==> src/sv/isf_pkg.sv <==
`default_nettype none
// ----------------------------------------------------------------------------
// isf_pkg
// Shared types and constants of the inductor sample filter.
// ----------------------------------------------------------------------------
package isf_pkg;

	localparam int SAMPLE_W   = 10;
	localparam int SAMPLE_MAX = 1023;
	localparam int CH_W       = 2;
	localparam int NUM_FILT   = 3;
	localparam int SCALED_W   = 16;
	localparam int DVD_W      = 17;
	localparam int DIV_STEPS  = 17;
	localparam int DIV_CNT_W  = $clog2(DIV_STEPS + 1);
	localparam int TRIM_W     = 12;
	localparam int THIRD_K    = 14;
	localparam int THIRD_M_W  = 13;

	localparam logic [CH_W-1:0]      CH_VERT   = 2'd3;
	localparam logic [DVD_W-1:0]     PERCENT   = 17'd100;
	localparam logic [THIRD_M_W-1:0] THIRD_M   = 13'd5462;
	localparam logic [SAMPLE_W-1:0]  FS_RESET  = 10'd1023;

	typedef struct packed {
		logic                start;
		logic [DVD_W-1:0]    dividend;
		logic [SAMPLE_W-1:0] divisor;
	} isf_div_req_t;

	typedef struct packed {
		logic             done;
		logic [DVD_W-1:0] quotient;
	} isf_div_rsp_t;

endpackage
`default_nettype wire

==> src/sv/isf_win_mem.sv <==
`default_nettype none
// ----------------------------------------------------------------------------
// isf_win_mem
// History window storage: one write port, two registered read ports.
// ----------------------------------------------------------------------------
module isf_win_mem #(
	parameter int DEPTH  = 12,
	parameter int ADDR_W = 4
) (
	input  wire logic                          clk,
	input  wire logic                          wr_en,
	input  wire logic [ADDR_W-1:0]             wr_addr,
	input  wire logic [isf_pkg::SAMPLE_W-1:0]  wr_data,
	input  wire logic                          rd_en,
	input  wire logic [ADDR_W-1:0]             rd_addr_a,
	input  wire logic [ADDR_W-1:0]             rd_addr_b,
	output logic      [isf_pkg::SAMPLE_W-1:0]  rd_data_a,
	output logic      [isf_pkg::SAMPLE_W-1:0]  rd_data_b
);
	import isf_pkg::*;

	logic [SAMPLE_W-1:0] mem [DEPTH];

	always_ff @(posedge clk) begin
		if (wr_en) begin
			mem[wr_addr] <= wr_data;
		end
	end

	always_ff @(posedge clk) begin
		if (rd_en) begin
			rd_data_a <= mem[rd_addr_a];
			rd_data_b <= mem[rd_addr_b];
		end
	end

endmodule
`default_nettype wire

==> src/sv/isf_div.sv <==
`default_nettype none
// ----------------------------------------------------------------------------
// isf_div
// Restoring divider, one quotient bit per cycle; divide by zero gives all ones.
// ----------------------------------------------------------------------------
module isf_div (
	input  wire logic                  clk,
	input  wire logic                  arst_n,
	input  wire isf_pkg::isf_div_req_t req,
	output isf_pkg::isf_div_rsp_t      rsp
);
	import isf_pkg::*;

	logic [DVD_W-1:0]     dq_q;
	logic [SAMPLE_W-1:0]  rem_q;
	logic [SAMPLE_W-1:0]  dvs_q;
	logic [DIV_CNT_W-1:0] cnt_q;
	logic                 busy_q;
	logic                 done_q;
	logic [SAMPLE_W:0]    rem_sh;
	logic [SAMPLE_W:0]    rem_diff;
	logic                 ge;

	assign rem_sh   = {rem_q, dq_q[DVD_W-1]};
	assign ge       = rem_sh >= {1'b0, dvs_q};
	assign rem_diff = rem_sh - {1'b0, dvs_q};

	always_ff @(posedge clk or negedge arst_n) begin
		if (!arst_n) begin
			busy_q <= 1'b0;
			done_q <= 1'b0;
			cnt_q  <= '0;
		end else begin
			if (req.start) begin
				busy_q <= 1'b1;
				done_q <= 1'b0;
				cnt_q  <= DIV_CNT_W'(DIV_STEPS);
			end else if (busy_q) begin
				cnt_q <= cnt_q - 1'b1;
				if (cnt_q == DIV_CNT_W'(1)) begin
					busy_q <= 1'b0;
					done_q <= 1'b1;
				end else begin
					done_q <= 1'b0;
				end
			end else begin
				done_q <= 1'b0;
			end
		end
	end

	always_ff @(posedge clk) begin
		if (req.start) begin
			dq_q  <= req.dividend;
			rem_q <= '0;
			dvs_q <= req.divisor;
		end else if (busy_q) begin
			dq_q  <= {dq_q[DVD_W-2:0], ge};
			rem_q <= ge ? rem_diff[SAMPLE_W-1:0] : rem_sh[SAMPLE_W-1:0];
		end
	end

	assign rsp.done     = done_q;
	assign rsp.quotient = dq_q;

endmodule
`default_nettype wire

==> src/sv/inductor_sample_filter_unit.sv <==
`default_nettype none
// ----------------------------------------------------------------------------
// inductor_sample_filter_unit
// Per-channel trimmed-mean moving-average filter with percent scaling.
// ----------------------------------------------------------------------------
// One word is processed at a time. A channel 0 to 2 word passes from acceptance
// to result through trim, divide by three, spike check and window update,
// window mean, then the shared restoring divider for the percent scaling; a
// channel 3 word skips the filter and goes straight to the scaling. The next
// word is taken only once the result has moved into the output register, so a
// stalled output side holds off new words. The window entries sit in a small
// RAM; per-entry valid bits make never-written entries read as zero, so no
// clearing pass is needed.
module inductor_sample_filter_unit #(
	parameter int WINDOW_LEN = 4
) (
	input  wire logic                          clk,
	input  wire logic                          arst_n,
	input  wire logic                          cfg_wr_en,
	input  wire logic [isf_pkg::SAMPLE_W-1:0]  cfg_wr_data,
	input  wire logic                          in_valid,
	output logic                               in_ready,
	input  wire logic [isf_pkg::CH_W-1:0]      channel,
	input  wire logic [isf_pkg::SAMPLE_W-1:0]  sample_a,
	input  wire logic [isf_pkg::SAMPLE_W-1:0]  sample_b,
	input  wire logic [isf_pkg::SAMPLE_W-1:0]  sample_c,
	input  wire logic [isf_pkg::SAMPLE_W-1:0]  sample_d,
	input  wire logic [isf_pkg::SAMPLE_W-1:0]  sample_e,
	output logic                               out_valid,
	input  wire logic                          out_ready,
	output logic      [isf_pkg::CH_W-1:0]      out_channel,
	output logic      [isf_pkg::SAMPLE_W-1:0]  filtered_level,
	output logic      [isf_pkg::SCALED_W-1:0]  scaled_level
);
	import isf_pkg::*;

	localparam int PTR_W    = $clog2(WINDOW_LEN);
	localparam int DEPTH    = NUM_FILT * WINDOW_LEN;
	localparam int ADDR_W   = $clog2(DEPTH);
	localparam int SUM_W    = $clog2(WINDOW_LEN * SAMPLE_MAX + 1);
	localparam int AVG_K    = SUM_W + $clog2(WINDOW_LEN);
	localparam int AVG_M    = ((1 << AVG_K) + WINDOW_LEN - 1) / WINDOW_LEN;
	localparam int AVG_M_W  = SUM_W + 1;
	localparam int AVG_P_W  = SUM_W + AVG_M_W;
	localparam int THIRD_P_W = TRIM_W + THIRD_M_W;

	typedef enum logic [7:0] {
		ST_IDLE  = 8'b0000_0001,
		ST_TRIM  = 8'b0000_0010,
		ST_THIRD = 8'b0000_0100,
		ST_SPIKE = 8'b0000_1000,
		ST_AVG   = 8'b0001_0000,
		ST_SCALE = 8'b0010_0000,
		ST_DIV   = 8'b0100_0000,
		ST_OUT   = 8'b1000_0000
	} state_t;

	function automatic logic [TRIM_W-1:0] trim_sum(
		input logic [SAMPLE_W-1:0] a,
		input logic [SAMPLE_W-1:0] b,
		input logic [SAMPLE_W-1:0] c,
		input logic [SAMPLE_W-1:0] d,
		input logic [SAMPLE_W-1:0] e
	);
		logic [SAMPLE_W-1:0] v [5];
		logic [SAMPLE_W-1:0] lo;
		logic [SAMPLE_W-1:0] hi;
		logic [TRIM_W:0]     sum;
		v[0] = a;
		v[1] = b;
		v[2] = c;
		v[3] = d;
		v[4] = e;
		lo   = v[0];
		hi   = v[0];
		sum  = '0;
		for (int i = 0; i < 5; i++) begin
			sum = sum + (TRIM_W + 1)'(v[i]);
			if (v[i] < lo) begin
				lo = v[i];
			end
			if (v[i] > hi) begin
				hi = v[i];
			end
		end
		sum = sum - (TRIM_W + 1)'(lo) - (TRIM_W + 1)'(hi);
		return sum[TRIM_W-1:0];
	endfunction

	state_t               state_q;
	logic [SAMPLE_W-1:0]  full_scale_q;
	logic [CH_W-1:0]      ch_q;
	logic [SAMPLE_W-1:0]  samp_a_q, samp_b_q, samp_c_q, samp_d_q, samp_e_q;
	logic [PTR_W-1:0]     head_q [NUM_FILT];
	logic [SUM_W-1:0]     sum_q  [NUM_FILT];
	logic [DEPTH-1:0]     valid_q;
	logic                 old_vld_q;
	logic                 new_vld_q;
	logic [TRIM_W-1:0]    tm_sum_q;
	logic [SAMPLE_W-1:0]  tm_val_q;
	logic [SUM_W-1:0]     sum_new_q;
	logic [SAMPLE_W-1:0]  level_q;
	logic [SCALED_W-1:0]  res_scaled_q;
	logic                 out_valid_q;
	logic [CH_W-1:0]      out_channel_q;
	logic [SAMPLE_W-1:0]  filtered_q;
	logic [SCALED_W-1:0]  scaled_q;

	logic                 accept;
	logic [1:0]           in_ch_idx;
	logic [PTR_W-1:0]     in_head;
	logic [PTR_W-1:0]     in_newest;
	logic [ADDR_W-1:0]    in_base;
	logic [ADDR_W-1:0]    rd_addr_old;
	logic [ADDR_W-1:0]    rd_addr_new;
	logic                 mem_rd_en;
	logic [ADDR_W-1:0]    wr_addr;
	logic                 mem_wr_en;
	logic [SAMPLE_W-1:0]  rd_old;
	logic [SAMPLE_W-1:0]  rd_new;
	logic [SAMPLE_W-1:0]  oldest_v;
	logic [SAMPLE_W-1:0]  newest_v;
	logic                 spike;
	logic [SAMPLE_W-1:0]  new_val;
	logic [SUM_W:0]       sum_calc;
	logic [THIRD_P_W-1:0] third_prod;
	logic [AVG_P_W-1:0]   avg_prod;
	logic                 out_load;
	isf_div_req_t         div_req;
	isf_div_rsp_t         div_rsp;

	assign in_ready = (state_q == ST_IDLE);
	assign accept   = in_valid && in_ready;

	// window addressing at acceptance
	assign in_ch_idx   = channel;
	assign in_head     = head_q[in_ch_idx];
	assign in_newest   = (in_head == '0) ? PTR_W'(WINDOW_LEN - 1) : in_head - 1'b1;
	assign in_base     = ADDR_W'(channel) * ADDR_W'(WINDOW_LEN);
	assign rd_addr_old = in_base + ADDR_W'(in_head);
	assign rd_addr_new = in_base + ADDR_W'(in_newest);
	assign mem_rd_en   = accept && (channel != CH_VERT);

	assign wr_addr   = ADDR_W'(ch_q) * ADDR_W'(WINDOW_LEN) + ADDR_W'(head_q[ch_q]);
	assign mem_wr_en = (state_q == ST_SPIKE);

	// spike rejection and running sum update
	assign oldest_v = old_vld_q ? rd_old : '0;
	assign newest_v = new_vld_q ? rd_new : '0;
	assign spike    = {1'b0, tm_val_q} > ({1'b0, newest_v} + {2'b00, full_scale_q[SAMPLE_W-1:1]});
	assign new_val  = spike ? newest_v : tm_val_q;
	assign sum_calc = (SUM_W + 1)'(sum_q[ch_q]) + (SUM_W + 1)'(new_val)
		- (SUM_W + 1)'(oldest_v);

	assign third_prod = THIRD_P_W'(tm_sum_q) * THIRD_P_W'(THIRD_M);
	assign avg_prod   = AVG_P_W'(sum_new_q) * AVG_P_W'(AVG_M);

	assign div_req.start    = (state_q == ST_SCALE);
	assign div_req.dividend = DVD_W'(level_q) * PERCENT;
	assign div_req.divisor  = full_scale_q;

	assign out_load = (state_q == ST_OUT) && (!out_valid_q || out_ready);

	isf_win_mem #(
		.DEPTH  (DEPTH),
		.ADDR_W (ADDR_W)
	) u_win_mem (
		.clk       (clk),
		.wr_en     (mem_wr_en),
		.wr_addr   (wr_addr),
		.wr_data   (new_val),
		.rd_en     (mem_rd_en),
		.rd_addr_a (rd_addr_old),
		.rd_addr_b (rd_addr_new),
		.rd_data_a (rd_old),
		.rd_data_b (rd_new)
	);

	isf_div u_div (
		.clk    (clk),
		.arst_n (arst_n),
		.req    (div_req),
		.rsp    (div_rsp)
	);

	always_ff @(posedge clk or negedge arst_n) begin
		if (!arst_n) begin
			full_scale_q <= FS_RESET;
		end else if (cfg_wr_en) begin
			full_scale_q <= cfg_wr_data;
		end
	end

	always_ff @(posedge clk or negedge arst_n) begin
		if (!arst_n) begin
			state_q <= ST_IDLE;
			valid_q <= '0;
			for (int i = 0; i < NUM_FILT; i++) begin
				head_q[i] <= '0;
				sum_q[i]  <= '0;
			end
		end else begin
			unique case (state_q)
				ST_IDLE: begin
					if (accept) begin
						state_q <= (channel == CH_VERT) ? ST_SCALE : ST_TRIM;
					end
				end
				ST_TRIM: begin
					state_q <= ST_THIRD;
				end
				ST_THIRD: begin
					state_q <= ST_SPIKE;
				end
				ST_SPIKE: begin
					valid_q[wr_addr] <= 1'b1;
					sum_q[ch_q]      <= sum_calc[SUM_W-1:0];
					head_q[ch_q]     <= (head_q[ch_q] == PTR_W'(WINDOW_LEN - 1)) ?
						'0 : head_q[ch_q] + 1'b1;
					state_q          <= ST_AVG;
				end
				ST_AVG: begin
					state_q <= ST_SCALE;
				end
				ST_SCALE: begin
					state_q <= ST_DIV;
				end
				ST_DIV: begin
					if (div_rsp.done) begin
						state_q <= ST_OUT;
					end
				end
				ST_OUT: begin
					if (out_load) begin
						state_q <= ST_IDLE;
					end
				end
				default: begin
					state_q <= ST_IDLE;
				end
			endcase
		end
	end

	// datapath registers
	always_ff @(posedge clk) begin
		if (accept) begin
			ch_q      <= channel;
			samp_a_q  <= sample_a;
			samp_b_q  <= sample_b;
			samp_c_q  <= sample_c;
			samp_d_q  <= sample_d;
			samp_e_q  <= sample_e;
			level_q   <= sample_a;
			old_vld_q <= valid_q[rd_addr_old];
			new_vld_q <= valid_q[rd_addr_new];
		end
		if (state_q == ST_TRIM) begin
			tm_sum_q <= trim_sum(samp_a_q, samp_b_q, samp_c_q, samp_d_q, samp_e_q);
		end
		if (state_q == ST_THIRD) begin
			tm_val_q <= third_prod[THIRD_K +: SAMPLE_W];
		end
		if (state_q == ST_SPIKE) begin
			sum_new_q <= sum_calc[SUM_W-1:0];
		end
		if (state_q == ST_AVG) begin
			level_q <= avg_prod[AVG_K +: SAMPLE_W];
		end
		if ((state_q == ST_DIV) && div_rsp.done) begin
			res_scaled_q <= (div_rsp.quotient[DVD_W-1:SCALED_W] != '0) ?
				'1 : div_rsp.quotient[SCALED_W-1:0];
		end
		if (out_load) begin
			out_channel_q <= ch_q;
			filtered_q    <= level_q;
			scaled_q      <= res_scaled_q;
		end
	end

	// output word register
	always_ff @(posedge clk or negedge arst_n) begin
		if (!arst_n) begin
			out_valid_q <= 1'b0;
		end else if (out_load) begin
			out_valid_q <= 1'b1;
		end else if (out_ready) begin
			out_valid_q <= 1'b0;
		end
	end

	assign out_valid      = out_valid_q;
	assign out_channel    = out_channel_q;
	assign filtered_level = filtered_q;
	assign scaled_level   = scaled_q;

	a_wr_not_vert: assert property (@(posedge clk) disable iff (!arst_n)
		mem_wr_en |-> (ch_q != CH_VERT))
		else $error("window write for the scale-only channel");

	a_div_done_in_div: assert property (@(posedge clk) disable iff (!arst_n)
		div_rsp.done |-> (state_q == ST_DIV))
		else $error("divider finished outside the divide state");

	a_vert_skips_filter: assert property (@(posedge clk) disable iff (!arst_n)
		(accept && (channel == CH_VERT)) |=> (state_q == ST_SCALE))
		else $error("scale-only word entered the filter path");

	a_sum_bound: assert property (@(posedge clk) disable iff (!arst_n)
		(state_q == ST_AVG) |-> (sum_new_q <= SUM_W'(WINDOW_LEN * SAMPLE_MAX)))
		else $error("window sum out of range");

	a_out_stall_holds: assert property (@(posedge clk) disable iff (!arst_n)
		((state_q == ST_OUT) && out_valid_q && !out_ready) |=> (state_q == ST_OUT))
		else $error("result overwrote a pending output word");

endmodule
`default_nettype wire

==> config.mk <==
export PLATFORM = sky130hd
export DESIGN_NAME = inductor_sample_filter_unit
export DESIGN_NICKNAME = d
export VERILOG_FILES = /design/src/sv/isf_pkg.sv /design/src/sv/isf_win_mem.sv /design/src/sv/isf_div.sv /design/src/sv/inductor_sample_filter_unit.sv
export SDC_FILE = /design/constraint.sdc
export NUM_CORES = 1
export LEC_CHECK = 0
export BUFFER_PORTS_ARGS = -buffer_cell sky130_fd_sc_hd__buf_2
export CAP_MARGIN = 30
export CORE_AREA = 2 2 218 220
export CTS_CLUSTER_DIAMETER = 100
export DETAILED_ROUTE_END_ITERATION = 6
export DIE_AREA = 0 0 220 222
export PLACE_DENSITY = 0.86
export SYNTH_ARGS = -nofsm -noshare
export SYNTH_HDL_FRONTEND = slang
export SYNTH_SLANG_ARGS = --single-unit
==> constraint.sdc <==
create_clock -name clk -period 13.35 [get_ports clk]
set_clock_uncertainty 0.1 [all_clocks]
set_input_delay 1.335 -clock clk [delete_from_list [all_inputs] [get_ports clk]]
set_output_delay 1.335 -clock clk [all_outputs]
set_load 0.02 [all_outputs]
### Yosys cells after proc, flatten, opt, wreduce, memory -nomap -nowiden

Memory sizes are Yosys's and may differ from the RTL's. A register that Yosys moved wholly into a read port is not among the register bits.
Cells that the tools add are included.

| storage, ports and cells | value |
|---|---|
| memories | 1 |
| RAM bits | 120 |
| bits in registers | 259 |

Memory list:

| name | depth | width | rd ports | clocked after memory_dff | wr ports | RTL line | text |
|---|---|---|---|---|---|---|---|
| u_win_mem.mem | 12 | 10 | 2 | 2 | 1 | isf_win_mem.sv:22 | `logic [SAMPLE_W-1:0] mem [DEPTH];` |

| cells by class | value |
|---|---|
| $lt $le $gt $ge | 17 |
| $add $sub $neg | 16 |
| multiplexer cells | 65 |
| bitwise logic cells | 3 |
| $mul | 2 |
| reductions and logical operators | 13 |
| eq/ne operators | 15 |

Operators by type and width:

| operator | count |
|---|---|
| $mux W10 | 23 |
| $pmux W8 S8 | 1 |
| $gt A10 B10 Y1 | 4 |
| $lt A10 B10 Y1 | 4 |
| $add A12 B10 Y12 | 3 |
| $bwmux W36 | 1 |
| $mux W12 | 3 |
| $sub A12 B10 Y12 | 3 |
| $mux W17 | 2 |
| $bmux W12 S2 | 1 |
| $demux W12 S2 | 1 |
| $mux W8 | 3 |
| $mul A12 B12 Y23 const B | 1 |
| $lt A4 B5 Y1 const B | 3 |
| $mul A10 B5 Y15 const B | 1 |
| $mux W2 | 7 |
| $mux W1 | 13 |
| $add A11 B10 Y12 | 1 |
| $add A4 B2 Y4 | 3 |
| $or A12 B12 Y12 | 1 |
| $add A10 B10 Y11 | 1 |
| $add A10 B9 Y11 | 1 |
| $ge A11 B10 Y1 | 1 |
| $gt A10 B11 Y1 | 1 |
| 33 further kinds | 48 |

### Depth between registers and ports, before layout

| logic depth | value |
|---|---|
| depth after elaboration | 16 |
| mapped depth | 64 |
| gate-level depth less buffers | 62 |

### Modules after synthesis

From an unflattened synthesis, not the netlist that was laid out.

| unflattened totals | value |
|---|---|
| cells, all modules | 2058 |
| area total of the unflattened synthesis | 25530.7 sq um |

Modules (own cells, without submodules):

| module | area each (sq um) | cells each | instances |
|---|---|---|---|
| inductor_sample_filter_unit | 16973.8 | 1546 | 1 |
| isf_win_mem | 6281.0 | 322 | 1 |
| isf_div | 2275.9 | 190 | 1 |

### Worst setup path before layout

OpenSTA, ideal clock, no wires.

| path | value |
|---|---|
| path type | flip-flop to flip-flop |
| start point | register samp_b_q[3] |
| end point | register tm_sum_q[11], data pin |
| arrival | 12.066 ns |
| stages on the path, launching flop included | 59 |
| buffers on the path | 2 |
| slack | 0.924 ns |
| setup time | 0.260 ns |
| cell sequence | edfxtp_1 -> ha_1 -> nand4_1 -> a211oi_2 -> a2111oi_0 -> clkbuf_1 -> nor2_1 -> mux2i_1 -> ha_1 -> nand4_1 -> nor2_1 -> o21ai_0 -> a21oi_1 -> a22oi_1 -> o221a_2 -> and2_4 -> a41oi_1 -> mux2i_1 -> [23 not listed] -> mux2_2 -> fa_1 -> inv_1 -> fa_1 -> fa_1 -> fa_1 -> fa_1 -> inv_1 -> a21oi_1 -> o21bai_1 -> a21oi_1 -> o21ai_0 -> a21oi_1 -> nor2_1 -> o21ai_0 -> nand2b_1 -> a21oi_1 -> xnor2_1 |

| between the ends | value |
|---|---|
| longest elaborated chain between the ends | 14 |

RTL lines:

| element | RTL line | text |
|---|---|---|
| start: declaration | inductor_sample_filter_unit.sv:93 | `logic [SAMPLE_W-1:0] samp_a_q, samp_b_q, samp_c_q, samp_d_q, samp_e_q;` |
| start signal: assignment | inductor_sample_filter_unit.sv:250 | `samp_b_q <= sample_b;` |
| $lt A10 B10 Y1 | inductor_sample_filter_unit.sv:79 | `if (v[i] < lo) begin` |
| $mux W10 | inductor_sample_filter_unit.sv:79 |  |
| $mux W10 | inductor_sample_filter_unit.sv:258 | `if (state_q == ST_TRIM) begin` |
| $lt A10 B10 Y1 | inductor_sample_filter_unit.sv:79 |  |
| $mux W10 | inductor_sample_filter_unit.sv:79 |  |
| $mux W10 | inductor_sample_filter_unit.sv:258 |  |
| $lt A10 B10 Y1 | inductor_sample_filter_unit.sv:79 |  |
| $mux W10 | inductor_sample_filter_unit.sv:79 |  |
| $mux W10 | inductor_sample_filter_unit.sv:258 |  |
| $lt A10 B10 Y1 | inductor_sample_filter_unit.sv:79 |  |
| $mux W10 | inductor_sample_filter_unit.sv:79 |  |
| $mux W10 | inductor_sample_filter_unit.sv:258 |  |
| $sub A12 B10 Y12 | inductor_sample_filter_unit.sv:86 | `sum = sum - (TRIM_W + 1)'(lo) - (TRIM_W + 1)'(hi);` |
| $sub A12 B10 Y12 * | inductor_sample_filter_unit.sv:86 |  |
| end signal: assignment | inductor_sample_filter_unit.sv:259 | `tm_sum_q <= trim_sum(samp_a_q, samp_b_q, samp_c_q, samp_d_q, samp_e_q);` |
| end: declaration | inductor_sample_filter_unit.sv:99 | `logic [TRIM_W-1:0] tm_sum_q;` |

Mark *: on every way between the ends. The rest lies on a longest branch, timed or not. The select of a mux whose other input is x is not followed.
A chain may end at the register's enable or synchronous reset.

### Worst setup path in the final report

| path | value |
|---|---|
| start point | register samp_b_q[8] |
| end point | register tm_sum_q[11], data pin |

Same word-level chain as after synthesis.

==> results by group <==
Worst setup path
  • Cell depth of the worst flop-to-flop path: 63
  • Type of origin of the critical path: flop
  • R2R Setup Slk: 0.59 ns
  • Critical path capture point type: flop
  • Cell class contributing the biggest share of worst-path delay: compound AO/OA/AOI/OAI gates
  • Crit Reg-Reg Startpoint: samp_b_q[8]
  • CP most frequent cell: sky130_fd_sc_hd__a21oi_1
  • Max Fanout on Critical Path: 10
  • Crit Path Category: reg -> reg
  • Biggest cell delay along the critical path: 0.56 ns
  • Required @ worst endpoint: 13.59 ns
  • Crit-path slowest cell: sky130_fd_sc_hd__fa_1
  • Critical register-to-register path endpoint: tm_sum_q[11]
  • Buffer and inverter count on the worst path: 9
  • Arrival time reported for the critical path endpoint: 13.01 ns

Clocking
  • Number of buffers added to fix hold violations after cts: 0
  • Root buffer cell: sky130_fd_sc_hd__clkbuf_16
  • H-tree levels: 2
  • TritonCTS Sinks: 397
  • CTS tree: yes
  • Worst-path clk slew: 0.06 ns
  • Inserted Clock Buffers: 43
  • Maximum number of buffers from clock root to sink: 3
  • Clock network latency to the later pin of the worst-skew pair: 0.59 ns

Layout
  • Nets: 2684
  • Multi-input logic area: 12600 um2
  • Area grow syn2layout: 12.1%
  • Number of filler cells placed in the layout: 3514
  • Proportion of layout cells with a drive suffix above 1: 17.1%
  • Register Area: 11400 um2

Timing
  • Post-route clock period utilization: 95.6%
  • Tightest slew margin relative to the limit: 39.2%
  • Least-Margin Pin Slew: 0.908 ns
  • Clock period minus worst slack: 12.76 ns
  • Total Negative Setup Slacks: 0 ns
  • Maximum achievable frequency: 0.0783 GHz
  • Final Slew Violations: 0
  • Final Hold Fails: 0
  • Final number of setup-violating endpoints: 0

Placement
  • Port Buffer Count: 96
  • Detailed placer's ending HPWL: 43700 um
  • Weighted congestion reported at the end of routability-driven placement: 0.970

Logic synthesis
  • Primary FF master, synth: sky130_fd_sc_hd__edfxtp_1
  • Proportion of synthesized flip-flops having asynchronous set or reset: 20.2%
  • Top-area cell type share of the netlist area: 36.3%
  • Synthesized netlist net count: 2548
  • Yosys Warn Count: 0
  • Number of distinct library cells after synthesis: 79
  • Number of synthesized flops with an enable pin: 305
  • Number of storage elements in the synthesis netlist: 397
  • Synth Cell Area: 25200 um2
  • Mean area per synthesized cell: 11.8 um2
  • Most numerous cell types in the synthesized netlist: sky130_fd_sc_hd__edfxtp_1, sky130_fd_sc_hd__inv_1, sky130_fd_sc_hd__ha_1, sky130_fd_sc_hd__mux2i_1, sky130_fd_sc_hd__nand2_1
  • Share of the yosys chip area belonging to registers: 45.2%
  • Synth area leaders: sky130_fd_sc_hd__edfxtp_1, sky130_fd_sc_hd__ha_1, sky130_fd_sc_hd__fa_1, sky130_fd_sc_hd__dfrtp_1, sky130_fd_sc_hd__mux2i_1
  • Cells after synthesis: 2139
  • Library cell occupying the most area in the post-synthesis netlist: sky130_fd_sc_hd__edfxtp_1

Hold path
  • Hold/Removal Path Class: reg -> reg
  • Cells on Worst Hold Path: 0
  • Hold endpoint: scaled_level[3]
  • Worst hold start: res_scaled_q[3]

Floorplan
  • Height of the die: 222 um
  • Initial Util: 54.5%
  • Cell row count: 79
  • Ports placed on the boundary: 97
  • Core region area: 46300 um2
  • Die X: 220 um
  • Die area: 48800 um2

Routing
  • Final routed wire length divided by cell count: 20.1 um
  • Residual antenna-violating net count after detailed routing: 0
  • Average via count per standard cell: 5.75
  • DRC violation total after the first TritonRoute iteration: 1129
  • DRC violations left: 0
  • Via count: 16800
  • Post-Route WL: 58600 um
  • Pre-Repair DR Iteration Count: 6

Run status
  • Result of the run: finished, final reports clean

Global route
  • Initial antenna violation count: 1
  • Global-route wire length before repair: 92600 um
  • Overflow left after global routing: 0
  • Largest net degree at the start of global routing: 67
  • Vias in the first global route: 17400
  • Total global-route track usage: 24.3%

Run
  • Reported max-cap violation count: 0
[cell type report]
| class | instances | share of cell area [%] |
|---|---|---|
| Multi-Input combinational cell | 1377 | 44.5 |
| Sequential cell | 397 | 40.3 |
| Inverter | 305 | 4.05 |
| Clock buffer | 48 | 3.87 |
| Timing Repair Buffer | 151 | 3.38 |
| Tap cell | 607 | 2.68 |
| Clock inverter | 32 | 1.14 |
| Antenna cell | 1 | 0.00885 |
[cell usage in the layout, fill, tap and decap left out, types with 18 or more instances in the layout]
master                      instances
sky130_fd_sc_hd__mux2i_1          146
sky130_fd_sc_hd__and2_1            32
sky130_fd_sc_hd__buf_2             96
sky130_fd_sc_hd__buf_4             48
sky130_fd_sc_hd__mux2_2            69
sky130_fd_sc_hd__nand3_1           26
sky130_fd_sc_hd__edfxtp_1         305
sky130_fd_sc_hd__nor2b_1           21
sky130_fd_sc_hd__a21o_1            21
sky130_fd_sc_hd__fa_1             105
sky130_fd_sc_hd__dfrtp_1           69
sky130_fd_sc_hd__a21oi_1           84
sky130_fd_sc_hd__nand2b_1          18
sky130_fd_sc_hd__xnor2_1           49
sky130_fd_sc_hd__o21ai_0          111
sky130_fd_sc_hd__clkbuf_16         43
sky130_fd_sc_hd__nand2_1          146
sky130_fd_sc_hd__ha_1             237
sky130_fd_sc_hd__inv_1            302
sky130_fd_sc_hd__nor2_1            65
sky130_fd_sc_hd__mux4_2            22
sky130_fd_sc_hd__or2_2             31
[registers in the layout, indices dropped and copies added, names as in the netlist, 12 cells and up]
| name | flops |
|---|---|
| tm_sum_q | 12 |
| u_win_mem.mem | 120 |
| res_scaled_q | 16 |
| u_div.dq_q | 17 |
| sum_q | 36 |
| valid_q | 12 |
| scaled_level | 16 |
[timing repair]
action                     4_1_cts  5_1_grt
setup endpoints to repair        0        7
setup buffers                    0       29
resized for setup                0       28
[worst max path at each step]
stage | start | to | depth (start not counted)
after floorplan | samp_b_q[3] | tm_sum_q[11] | 58
after CTS | samp_a_q[3] | tm_sum_q[11] | 59
after global placement | samp_a_q[3] | tm_sum_q[11] | 59
after detailed placement | samp_a_q[3] | tm_sum_q[11] | 59
final | samp_b_q[8] | tm_sum_q[11] | 63
after global routing | samp_b_q[3] | tm_sum_q[11] | 64
[cells by family after synthesis]
family / after synthesis / synth area share, %
fa+ha+maj: 343 / 20.1
mux: 247 / 11.2
compound gates: 317 / 7.80
simple gates: 408 / 7.97
flops: 397 / 45.2
xor+xnor: 62 / 2.15
buf+inv: 365 / 5.46
[metal layers]
metal | up-vias | track usage, % | share of wire (%)
li1 | 7752 | - | -
met1 | 8324 | 31.2 | 41
met2 | 567 | 41.6 | 49
met3 | 149 | 3.28 | 5.9
met4 | 0 | 9.14 | 3.8
met5 | - | 0 | 0
[per-stage QoR]
| stage | area, um2 | setup slack (ns) | instances | utilization, % | hold WS, ns |
|---|---|---|---|---|---|
| 2_1_floorplan | 25200 | 0.924 | 2139 | - | 0.300 |
| 3_3_place_gp | 26400 | 0.568 | 2802 | 57.1 | 0.301 |
| 3_5_place_dp | 26500 | 0.227 | 2807 | 57.3 | 0.305 |
| 4_1_cts | 27900 | 0.183 | 2887 | 60.4 | 0.317 |
| 5_1_grt | 28300 | -0.167 | 2917 | 61.2 | 0.320 |
| 6_report | 28300 | 0.586 | 2918 | 61.2 | 0.316 |
Power is not shown: default switching activity piles up to over one toggle a cycle in this logic, so the estimate is an artifact.
